$ cat config.mk
export PLATFORM = sky130hd
export DESIGN_NAME = section_address_translator
export DESIGN_NICKNAME = d
export VERILOG_FILES = /design/src/hdl/sat_pkg.sv /design/src/hdl/section_address_translator.sv /design/src/hdl/sat_ram.sv /design/src/hdl/sat_lanes.sv /design/src/hdl/sat_prio.sv
export VERILOG_INCLUDE_DIRS = /design/src /design/src/hdl
export SDC_FILE = /design/constraint.sdc
export NUM_CORES = 2
export LEC_CHECK = 0
export BUFFER_PORTS_ARGS = -buffer_cell sky130_fd_sc_hd__buf_2
export CORE_MARGIN = 2
export CORE_UTILIZATION = 57
export CTS_CLUSTER_DIAMETER = 40
export DETAILED_ROUTE_END_ITERATION = 10
export HOLD_SLACK_MARGIN = 0.02
export PLACE_DENSITY = 0.87
export SLEW_MARGIN = 20
export SYNTH_ARGS = -nofsm -noshare
export SYNTH_HDL_FRONTEND = slang
export SYNTH_SLANG_ARGS = --single-unit
export TNS_END_PERCENT = 20
$ cat constraint.sdc
create_clock -name clk -period 19.25 [get_ports clk]
set_input_delay 1.925 -clock clk [delete_from_list [all_inputs] [get_ports clk]]
set_output_delay 1.925 -clock clk [all_outputs]
set_load 0.005 [all_outputs]
$ cat src/hdl/assert_macros.svh
// Assertion macros used by the section address translator top level.
// Each macro samples on clk and is disabled while rst_n is low.
`ifndef ASSERT_MACROS_SVH
`define ASSERT_MACROS_SVH

// Same-cycle implication.
`define SAT_ASSERT_NOW(lbl, ante, cons) \
  lbl: assert property (@(posedge clk) disable iff (!rst_n) (ante) |-> (cons)) \
    else $error("assertion failed");

// Next-cycle implication.
`define SAT_ASSERT_NEXT(lbl, ante, cons) \
  lbl: assert property (@(posedge clk) disable iff (!rst_n) (ante) |=> (cons)) \
    else $error("assertion failed");

`endif

$ cat src/hdl/sat_pkg.sv
// Types and constants for the section address translator.
// No dependencies; used by every module under hdl except sat_ram.
package sat_pkg;

  localparam int ADDR_BITS = 32;
  localparam int CMD_W     = 2;
  localparam int ENTRY_W   = 4;
  localparam int CNT_W     = 5;
  localparam int STATUS_W  = 2;
  localparam int GRP_LANES = 8;
  localparam int POS_W     = 3;

  typedef enum logic [CMD_W-1:0] {
    CMD_LOAD = 2'd0,
    CMD_V2F  = 2'd1,
    CMD_F2V  = 2'd2,
    CMD_BAD  = 2'd3
  } cmd_t;

  typedef enum logic [STATUS_W-1:0] {
    ST_LOAD     = 2'd0,
    ST_IDENT    = 2'd1,
    ST_MAPPED   = 2'd2,
    ST_UNMAPPED = 2'd3
  } status_t;

  typedef struct packed {
    cmd_t                 cmd;
    logic [ENTRY_W-1:0]   entry_index;
    logic [ADDR_BITS-1:0] vstart;
    logic [ADDR_BITS-1:0] rstart;
    logic [ADDR_BITS-1:0] addr;
  } sat_item_t;

  typedef struct packed {
    logic                 en;
    logic [ENTRY_W-1:0]   idx;
    logic [ADDR_BITS-1:0] vstart;
    logic [ADDR_BITS-1:0] rstart;
  } sat_wr_t;

endpackage

$ cat src/hdl/section_address_translator.sv
// Section address translator top level: a table of section start pairs
// (virtual start, raw file start) loaded by load items, and translation of
// query items from virtual address to file offset or back. One item enters
// per clock cycle; each item gives one result, registered at the input and
// then passed through lane compares, a two-level priority encoder, a RAM read
// of the chosen section and a final add. A stall on the result side holds the
// whole pipeline. Depends on sat_pkg, sat_lanes, sat_prio, sat_ram.
module section_address_translator
  import sat_pkg::*;
#(
  parameter int MAX_SECTIONS = 16
) (
  input  logic                 clk,
  input  logic                 rst_n,
  input  logic                 cfg_wr_en,
  input  logic [CNT_W-1:0]     cfg_wr_data,
  input  logic                 in_valid,
  output logic                 in_stall,
  input  logic [CMD_W-1:0]     in_cmd,
  input  logic [ENTRY_W-1:0]   in_entry_index,
  input  logic [ADDR_BITS-1:0] in_entry_virtual_start,
  input  logic [ADDR_BITS-1:0] in_entry_raw_start,
  input  logic [ADDR_BITS-1:0] in_query_address,
  output logic                 out_valid,
  input  logic                 out_stall,
  output logic [ADDR_BITS-1:0] out_translated_address,
  output logic [STATUS_W-1:0]  out_status,
  output logic [ENTRY_W-1:0]   out_hit_section
);

  `include "assert_macros.svh"

  localparam int AW = (MAX_SECTIONS > 1) ? $clog2(MAX_SECTIONS) : 1;

  logic                    adv;
  logic [CNT_W-1:0]        section_count_r;
  logic                    s1_valid_r, s2_valid_r, s3_valid_r, s4_valid_r, s5_valid_r;
  sat_item_t               s1_item_r, s2_item_r, s3_item_r, s4_item_r, s5_item_r;
  logic                    s3_ident_r, s4_ident_r, s5_ident_r;
  logic [AW-1:0]           s5_hit_r;
  logic                    ident_s2;
  logic [AW-1:0]           hit_s4;
  logic [MAX_SECTIONS-1:0] ge_s2;
  sat_wr_t                 lane_wr;
  logic                    ram_we;
  logic [AW-1:0]           ram_waddr;
  logic [ADDR_BITS-1:0]    vs_rd, rs_rd;
  logic [ADDR_BITS-1:0]    key_sel, other_sel;

  logic                    out_valid_r;
  logic [ADDR_BITS-1:0]    out_addr_r, out_addr_nxt;
  status_t                 out_status_r, out_status_nxt;
  logic [ENTRY_W-1:0]      out_hit_r, out_hit_nxt;

  assign adv      = !(out_valid_r && out_stall);
  assign in_stall = !adv;

  always_ff @(posedge clk) begin
    if (!rst_n) begin
      section_count_r <= '0;
    end else if (cfg_wr_en) begin
      section_count_r <= cfg_wr_data;
    end
  end

  always_ff @(posedge clk) begin
    if (!rst_n) begin
      s1_valid_r <= 1'b0;
      s2_valid_r <= 1'b0;
      s3_valid_r <= 1'b0;
      s4_valid_r <= 1'b0;
      s5_valid_r <= 1'b0;
    end else if (adv) begin
      s1_valid_r <= in_valid;
      s2_valid_r <= s1_valid_r;
      s3_valid_r <= s2_valid_r;
      s4_valid_r <= s3_valid_r;
      s5_valid_r <= s4_valid_r;
    end
  end

  always_ff @(posedge clk) begin
    if (adv) begin
      s1_item_r.cmd         <= cmd_t'(in_cmd);
      s1_item_r.entry_index <= in_entry_index;
      s1_item_r.vstart      <= in_entry_virtual_start;
      s1_item_r.rstart      <= in_entry_raw_start;
      s1_item_r.addr        <= in_query_address;
      s2_item_r             <= s1_item_r;
      s3_item_r             <= s2_item_r;
      s4_item_r             <= s3_item_r;
      s5_item_r             <= s4_item_r;
      s3_ident_r            <= ident_s2;
      s4_ident_r            <= s3_ident_r;
      s5_ident_r            <= s4_ident_r;
      s5_hit_r              <= hit_s4;
    end
  end

  assign lane_wr.en     = s1_valid_r && (s1_item_r.cmd == CMD_LOAD);
  assign lane_wr.idx    = s1_item_r.entry_index;
  assign lane_wr.vstart = s1_item_r.vstart;
  assign lane_wr.rstart = s1_item_r.rstart;

  sat_lanes #(
    .MAX_SECTIONS(MAX_SECTIONS)
  ) u_lanes (
    .clk   (clk),
    .rst_n (rst_n),
    .adv   (adv),
    .wr    (lane_wr),
    .v2f   (s1_item_r.cmd == CMD_V2F),
    .addr  (s1_item_r.addr),
    .count (section_count_r),
    .ge    (ge_s2),
    .ident (ident_s2)
  );

  sat_prio #(
    .MAX_SECTIONS(MAX_SECTIONS),
    .AW          (AW)
  ) u_prio (
    .clk   (clk),
    .rst_n (rst_n),
    .adv   (adv),
    .ge    (ge_s2),
    .hit   (hit_s4)
  );

  // the table copy for the final add is written where it is read, so that
  // later loads cannot overtake a query in flight
  assign ram_we    = adv && s4_valid_r && (s4_item_r.cmd == CMD_LOAD) &&
                     (32'(s4_item_r.entry_index) < MAX_SECTIONS);
  assign ram_waddr = AW'(s4_item_r.entry_index);

  sat_ram #(
    .WIDTH(ADDR_BITS),
    .DEPTH(MAX_SECTIONS),
    .AW   (AW)
  ) u_vram (
    .clk   (clk),
    .we    (ram_we),
    .waddr (ram_waddr),
    .wdata (s4_item_r.vstart),
    .re    (adv),
    .raddr (hit_s4),
    .rdata (vs_rd)
  );

  sat_ram #(
    .WIDTH(ADDR_BITS),
    .DEPTH(MAX_SECTIONS),
    .AW   (AW)
  ) u_rram (
    .clk   (clk),
    .we    (ram_we),
    .waddr (ram_waddr),
    .wdata (s4_item_r.rstart),
    .re    (adv),
    .raddr (hit_s4),
    .rdata (rs_rd)
  );

  assign key_sel   = (s5_item_r.cmd == CMD_V2F) ? vs_rd : rs_rd;
  assign other_sel = (s5_item_r.cmd == CMD_V2F) ? rs_rd : vs_rd;

  always_comb begin
    out_addr_nxt   = '0;
    out_status_nxt = ST_UNMAPPED;
    out_hit_nxt    = '0;
    unique case (s5_item_r.cmd)
      CMD_LOAD: begin
        out_status_nxt = ST_LOAD;
      end
      CMD_V2F, CMD_F2V: begin
        if (s5_ident_r) begin
          out_addr_nxt   = s5_item_r.addr;
          out_status_nxt = ST_IDENT;
        end else begin
          out_addr_nxt   = other_sel + (s5_item_r.addr - key_sel);
          out_status_nxt = ST_MAPPED;
          out_hit_nxt    = ENTRY_W'(s5_hit_r);
        end
      end
      default: begin
        out_status_nxt = ST_UNMAPPED;
      end
    endcase
  end

  always_ff @(posedge clk) begin
    if (!rst_n) begin
      out_valid_r <= 1'b0;
    end else if (adv) begin
      out_valid_r <= s5_valid_r;
    end
  end

  always_ff @(posedge clk) begin
    if (adv) begin
      out_addr_r   <= out_addr_nxt;
      out_status_r <= out_status_nxt;
      out_hit_r    <= out_hit_nxt;
    end
  end

  assign out_valid              = out_valid_r;
  assign out_translated_address = out_addr_r;
  assign out_status             = out_status_r;
  assign out_hit_section        = out_hit_r;

  `SAT_ASSERT_NEXT(a_pipe_moves, !in_stall, out_valid_r == $past(s5_valid_r))
  `SAT_ASSERT_NOW(a_load_zero, out_valid_r && (out_status_r == ST_LOAD),
                  (out_addr_r == '0) && (out_hit_r == '0))
  `SAT_ASSERT_NOW(a_unmapped_zero, out_valid_r && (out_status_r == ST_UNMAPPED),
                  (out_addr_r == '0) && (out_hit_r == '0))

endmodule

$ cat src/hdl/sat_ram.sv
// Generic single write port RAM with registered read.
// Depends on nothing.
module sat_ram #(
  parameter int WIDTH = 32,
  parameter int DEPTH = 16,
  parameter int AW    = (DEPTH > 1) ? $clog2(DEPTH) : 1
) (
  input  logic             clk,
  input  logic             we,
  input  logic [AW-1:0]    waddr,
  input  logic [WIDTH-1:0] wdata,
  input  logic             re,
  input  logic [AW-1:0]    raddr,
  output logic [WIDTH-1:0] rdata
);

  logic [WIDTH-1:0] mem_r [DEPTH];
  logic [WIDTH-1:0] rdata_r;

  always_ff @(posedge clk) begin
    if (we) begin
      mem_r[waddr] <= wdata;
    end
    if (re) begin
      rdata_r <= mem_r[raddr];
    end
  end

  assign rdata = rdata_r;

endmodule

$ cat src/hdl/sat_lanes.sv
// Section start lanes: one register pair per section, each with its own
// unsigned compare against the query address. Depends on sat_pkg.
module sat_lanes
  import sat_pkg::*;
#(
  parameter int MAX_SECTIONS = 16
) (
  input  logic                    clk,
  input  logic                    rst_n,
  input  logic                    adv,
  input  sat_wr_t                 wr,
  input  logic                    v2f,
  input  logic [ADDR_BITS-1:0]    addr,
  input  logic [CNT_W-1:0]        count,
  output logic [MAX_SECTIONS-1:0] ge,
  output logic                    ident
);

  logic [ADDR_BITS-1:0]    vlane_r [MAX_SECTIONS];
  logic [ADDR_BITS-1:0]    rlane_r [MAX_SECTIONS];
  logic [MAX_SECTIONS-1:0] ge_r, ge_nxt;
  logic                    ident_r, ident_nxt;
  logic [ADDR_BITS-1:0]    key0;

  always_ff @(posedge clk) begin
    for (int i = 0; i < MAX_SECTIONS; i++) begin
      if (adv && wr.en && (32'(wr.idx) == i)) begin
        vlane_r[i] <= wr.vstart;
        rlane_r[i] <= wr.rstart;
      end
    end
  end

  always_comb begin
    for (int i = 0; i < MAX_SECTIONS; i++) begin
      ge_nxt[i] = (addr >= (v2f ? vlane_r[i] : rlane_r[i])) && (32'(count) > i);
    end
    key0      = v2f ? vlane_r[0] : rlane_r[0];
    ident_nxt = (count == '0) || (addr < key0);
  end

  always_ff @(posedge clk) begin
    if (!rst_n) begin
      ge_r    <= '0;
      ident_r <= 1'b0;
    end else if (adv) begin
      ge_r    <= ge_nxt;
      ident_r <= ident_nxt;
    end
  end

  assign ge    = ge_r;
  assign ident = ident_r;

endmodule

$ cat src/hdl/sat_prio.sv
// Two-stage priority encoder: highest set lane within groups of eight,
// then highest non-empty group. Depends on sat_pkg.
module sat_prio
  import sat_pkg::*;
#(
  parameter int MAX_SECTIONS = 16,
  parameter int AW           = (MAX_SECTIONS > 1) ? $clog2(MAX_SECTIONS) : 1
) (
  input  logic                    clk,
  input  logic                    rst_n,
  input  logic                    adv,
  input  logic [MAX_SECTIONS-1:0] ge,
  output logic [AW-1:0]           hit
);

  localparam int NGRP  = (MAX_SECTIONS + GRP_LANES - 1) / GRP_LANES;
  localparam int PAD_W = NGRP * GRP_LANES;

  logic [PAD_W-1:0] ge_pad;
  logic [NGRP-1:0]  any_r, any_nxt;
  logic [POS_W-1:0] pos_r   [NGRP];
  logic [POS_W-1:0] pos_nxt [NGRP];
  logic [AW-1:0]    hit_r, hit_nxt;

  assign ge_pad = PAD_W'(ge);

  always_comb begin
    for (int g = 0; g < NGRP; g++) begin
      any_nxt[g] = 1'b0;
      pos_nxt[g] = '0;
      for (int j = 0; j < GRP_LANES; j++) begin
        if (ge_pad[g*GRP_LANES + j]) begin
          any_nxt[g] = 1'b1;
          pos_nxt[g] = POS_W'(j);
        end
      end
    end
  end

  always_comb begin
    hit_nxt = '0;
    for (int g = 0; g < NGRP; g++) begin
      if (any_r[g]) begin
        hit_nxt = AW'(g * GRP_LANES + int'(pos_r[g]));
      end
    end
  end

  always_ff @(posedge clk) begin
    if (!rst_n) begin
      any_r <= '0;
      hit_r <= '0;
    end else if (adv) begin
      any_r <= any_nxt;
      hit_r <= hit_nxt;
    end
  end

  always_ff @(posedge clk) begin
    if (adv) begin
      for (int g = 0; g < NGRP; g++) begin
        pos_r[g] <= pos_nxt[g];
      end
    end
  end

  assign hit = hit_r;

endmodule
==> key figures <==
Run status
  – Status: finished, final reports clean

Clock tree
  – Clock transition at path regs: roughly 0.06 ns
  – CTS max path bufs: 4
  – Worst skew pair latency: approximately 0.94 ns
  – TritonCTS Buffers: 310
  – CTS Hold Bufs: 0
  – TritonCTS clock tree: done
  – CTS H-tree depth: 5
  – Root Buffer: clkbuf_16
  – Post-CTS Resized: 0
  – Post-CTS Setup Bufs: 0
  – CTS Sinks: 2639

Drt
  – Routed length per instance: 32.5 µm
  – Via count: approximately 58000
  – Drt pass-1 iters: 7
  – Initial drt markers: between 8000 and 9000
  – Avg Vias per Cell: 6.71
  – Drt total wl: 280000 µm
  – DRC viols: 0
  – ANT nets after route: 0

Synthesis
  – Synth Register Bits: between 2000 and 3000
  – Post-synth top area cell: edfxtp_1
  – Seq/Total Area, Yosys: 0.735
  – Async set or reset register ratio after synthesis: 0
  – Main synth FF type: edfxtp_1
  – Largest cells by area after synthesis: edfxtp_1 73%, mux4_2 6.7%, ha_1 6.4%
  – Syn Std Cell Area: 107000 µm²
  – Number of flops mapped to enable cells by yosys: 2605
  – Synth Area per Inst: 19.6 µm²
  – Synthesis warning total: 0
  – Cells after Synth: 5485
  – Syn nets: 6174
  – Top-count cell post-synth: edfxtp_1
  – Post-synthesis cell type count: between 70 and 80
  – Synth top area share: 0.729
  – Post-synth top cells: 2605 x edfxtp_1, 546 x ha_1, 536 x mux2i_1

Finish
  – Design area: 122000 µm²
  – Final nets: 6569
  – Non-filler instance count after layout: 8606
  – P&R area growth vs syn: 13.5%
  – Fraction of layout cells with a size suffix above 1: 0.187

Setup path
  – Critical Path AT: about 6.5 ns
  – Worst path cell trace: nor2b_4 > buf_4 > buf_4 > mux2_2 > ha_1 > nand2b_1 > a21oi_1 > o21ai_0 > a221o_1 > o21ai_0 > a31oi_1 > o311a_1
  – Worst Setup Start Kind: flop
  – WS Path Type: reg -> reg
  – Critical Path Max Stage Delay: 0.84 ns
  – Slowest library cell on the worst path: nor2b_4
  – CP bufs+invs: 2
  – Crit Path Max Fanout: 45
  – Worst Setup End Kind: flop
  – Crit path max-delay family: compound AO/OA/AOI/OAI gates
  – Worst EP required: 20.05 ns

Floorplanning
  – Num rows: 159
  – Core area: 187000 µm²
  – Die H: 438 µm
  – Die Width: 438 µm
  – Die area: 192000 µm²
  – Initial Utilization: 0.573
  – Top-level I/O count: 152

STA
  – Clk_skew: roughly 0.064 ns
  – Setup TNS: 0 ns
  – Setup violators final: 0
  – RSZ-0062 raised after global routing: false
  – Final hold viol count: 0
  – Rel. slew slack: 0.152
  – PnR worst setup slack: ~14 ns
  – Fmax: 0.177 GHz
  – Crit share post-route: 0.294
  – Count of pins over their slew limit: 0
  – Worst Max-Slew Pin Slew: 1.27 ns
  – Tmin final: 5.66 ns

Global route
  – GRT Overall Usage: 0.291
  – Grt total ovfl: 0
  – Antenna violations before repair: 17
  – Number of global-route vias before repair: 59400
  – Global-route wire length before repair: 402000 µm
  – Largest net degree at the start of global routing: 190

Run
  – Maxcap violations: 0

Place
  – Placed insts: 8058
  – Placed Area: ~110000 µm²
  – IO buf count: 151
  – Post-DP HPWL: 153000 µm
  – Gp weighted congestion: just under 0.9
  – Post-place setup slack: 13.16 ns

Hold path
  – Min-Delay Path Class: reg -> reg

Power and ir drop
  – Power Total: 0.0134 W
  – P_leak: 42.4 nW
  – Worst VDD drop: 109 µV
  – P per Cell Area: 110 nW/µm²
[cells in the final DEF, fill, tap and decap left out, types with 12 or more instances in the layout]
cell type	n
edfxtp_1	2605
ha_1	544
mux2i_1	536
mux4_2	320
clkbuf_16	319
a21o_1	189
a21oi_1	173
buf_2	151
nand2_1	102
nand4_1	94
o21ai_0	91
buf_4	89
nor2_1	86
mux2_2	46
clkinv_1	38
clkbuf_1	37
fa_1	31
nor3_1	30
dfxtp_1	30
inv_6	29
clkinv_2	27
nor2b_1	26
nand2b_1	26
bufinv_16	26
a211oi_1	25
nor2_4	24
inv_1	23
o21a_1	22
nand3_1	22
clkinvlp_4	21
and2_1	17
o211ai_1	16
clkinv_4	16
a31oi_1	15
a221oi_1	13
inv_8	13
o31ai_1	12
[where the power goes]
group | total (W) | internal, W | switching (W)
clock | 0.00580 | 0.00343 | 0.00237
combinational | 0.000957 | 0.000396 | 0.000561
sequential | 0.00662 | 0.00644 | 0.000179
[path summary, 6_finish.rpt]
| kind | start | to | slack (ns) | cells after the start |
|---|---|---|---|---|
| worst min-delay path | s2_item_r[9] | s3_item_r[9] | 0.39 | 0 |
| worst max register to register | s1_item_r[101] | u_lanes.ge[8] | 13.59 | 12 |
| worst max-delay path | s1_item_r[101] | u_lanes.ge[8] | 13.59 | 12 |
| worst min register to register | s2_item_r[9] | s3_item_r[9] | 0.39 | 0 |
[logic make-up after synthesis]
logic type	count (synthesis)	synth area share
flip-flops	2639	0.735
multiplexers	902	0.122
AO/OA/AOI/OAI	651	0.0406
adder cells (fa/ha/maj)	577	0.0694
AND/OR/NAND/NOR	497	0.0238
buffers and inverters	199	0.00731
XOR/XNOR	20	0.00163
[layer usage]
| metal | global-route usage | wire length [µm] | vias up |
|---|---|---|---|
| met5 | 0 | 74 | - |
| met4 | 0.150 | 15800 | 10 |
| met3 | 0.0624 | 29500 | 965 |
| met2 | 0.481 | 138000 | 4200 |
| met1 | 0.365 | 96100 | 29200 |
| li1 | - | - | 23400 |
[stage by stage]
stage / util / hold WS [ns]
6_report: 0.650 / 0.393
5_1_grt: 0.650 / 0.397
4_1_cts: 0.650 / 0.384
3_5_place_dp: 0.596 / 0.405
3_3_place_gp: 0.595 / 0.400
2_1_floorplan: - / 0.400
[layout make-up]
type	instances	area [µm²]
flip-flops and latches	2639	78900
inverters	24	90.1
fillers	11300	65600
clock inverters	177	1880
well taps	2495	3120
repair buffers	258	1770
multi-input cells	2647	27900
diodes	6	15.0
clock buffers	360	8180
[worst reg2reg max path: stages (launching register included)]
cell and delay (ns):
edfxtp_1 0.45, nor2b_4 0.85, buf_4 0.76, buf_4 0.81, mux2_2 0.45, ha_1 0.27, nand2b_1 0.15, a21oi_1 0.17
o21ai_0 0.19, a221o_1 0.32, o21ai_0 0.53, a31oi_1 0.24, o311a_1 0.37
[registers in the layout, indices dropped and copies added, names as in the netlist, 4 cells and up]
| register | flops |
|---|---|
| section_count_r | 5 |
| u_vram.mem_r | 512 |
| u_lanes.rlane_r | 512 |
| lane_wr | 68 |
| ram_waddr | 4 |
| s2_item_r | 102 |
| u_prio.pos_r | 6 |
| out_translated_address | 32 |
| u_rram.rdata | 32 |
| s5_hit_r | 4 |
| u_prio.hit | 4 |
| s5_item_r | 34 |
| s1_item_r | 34 |
| s4_item_r | 98 |
| u_vram.rdata | 32 |
| u_rram.mem_r | 512 |
| out_hit_section | 4 |
| u_lanes.vlane_r | 512 |
| u_lanes.ge | 16 |
| s3_item_r | 102 |
(Power assumes the default switching activity.)
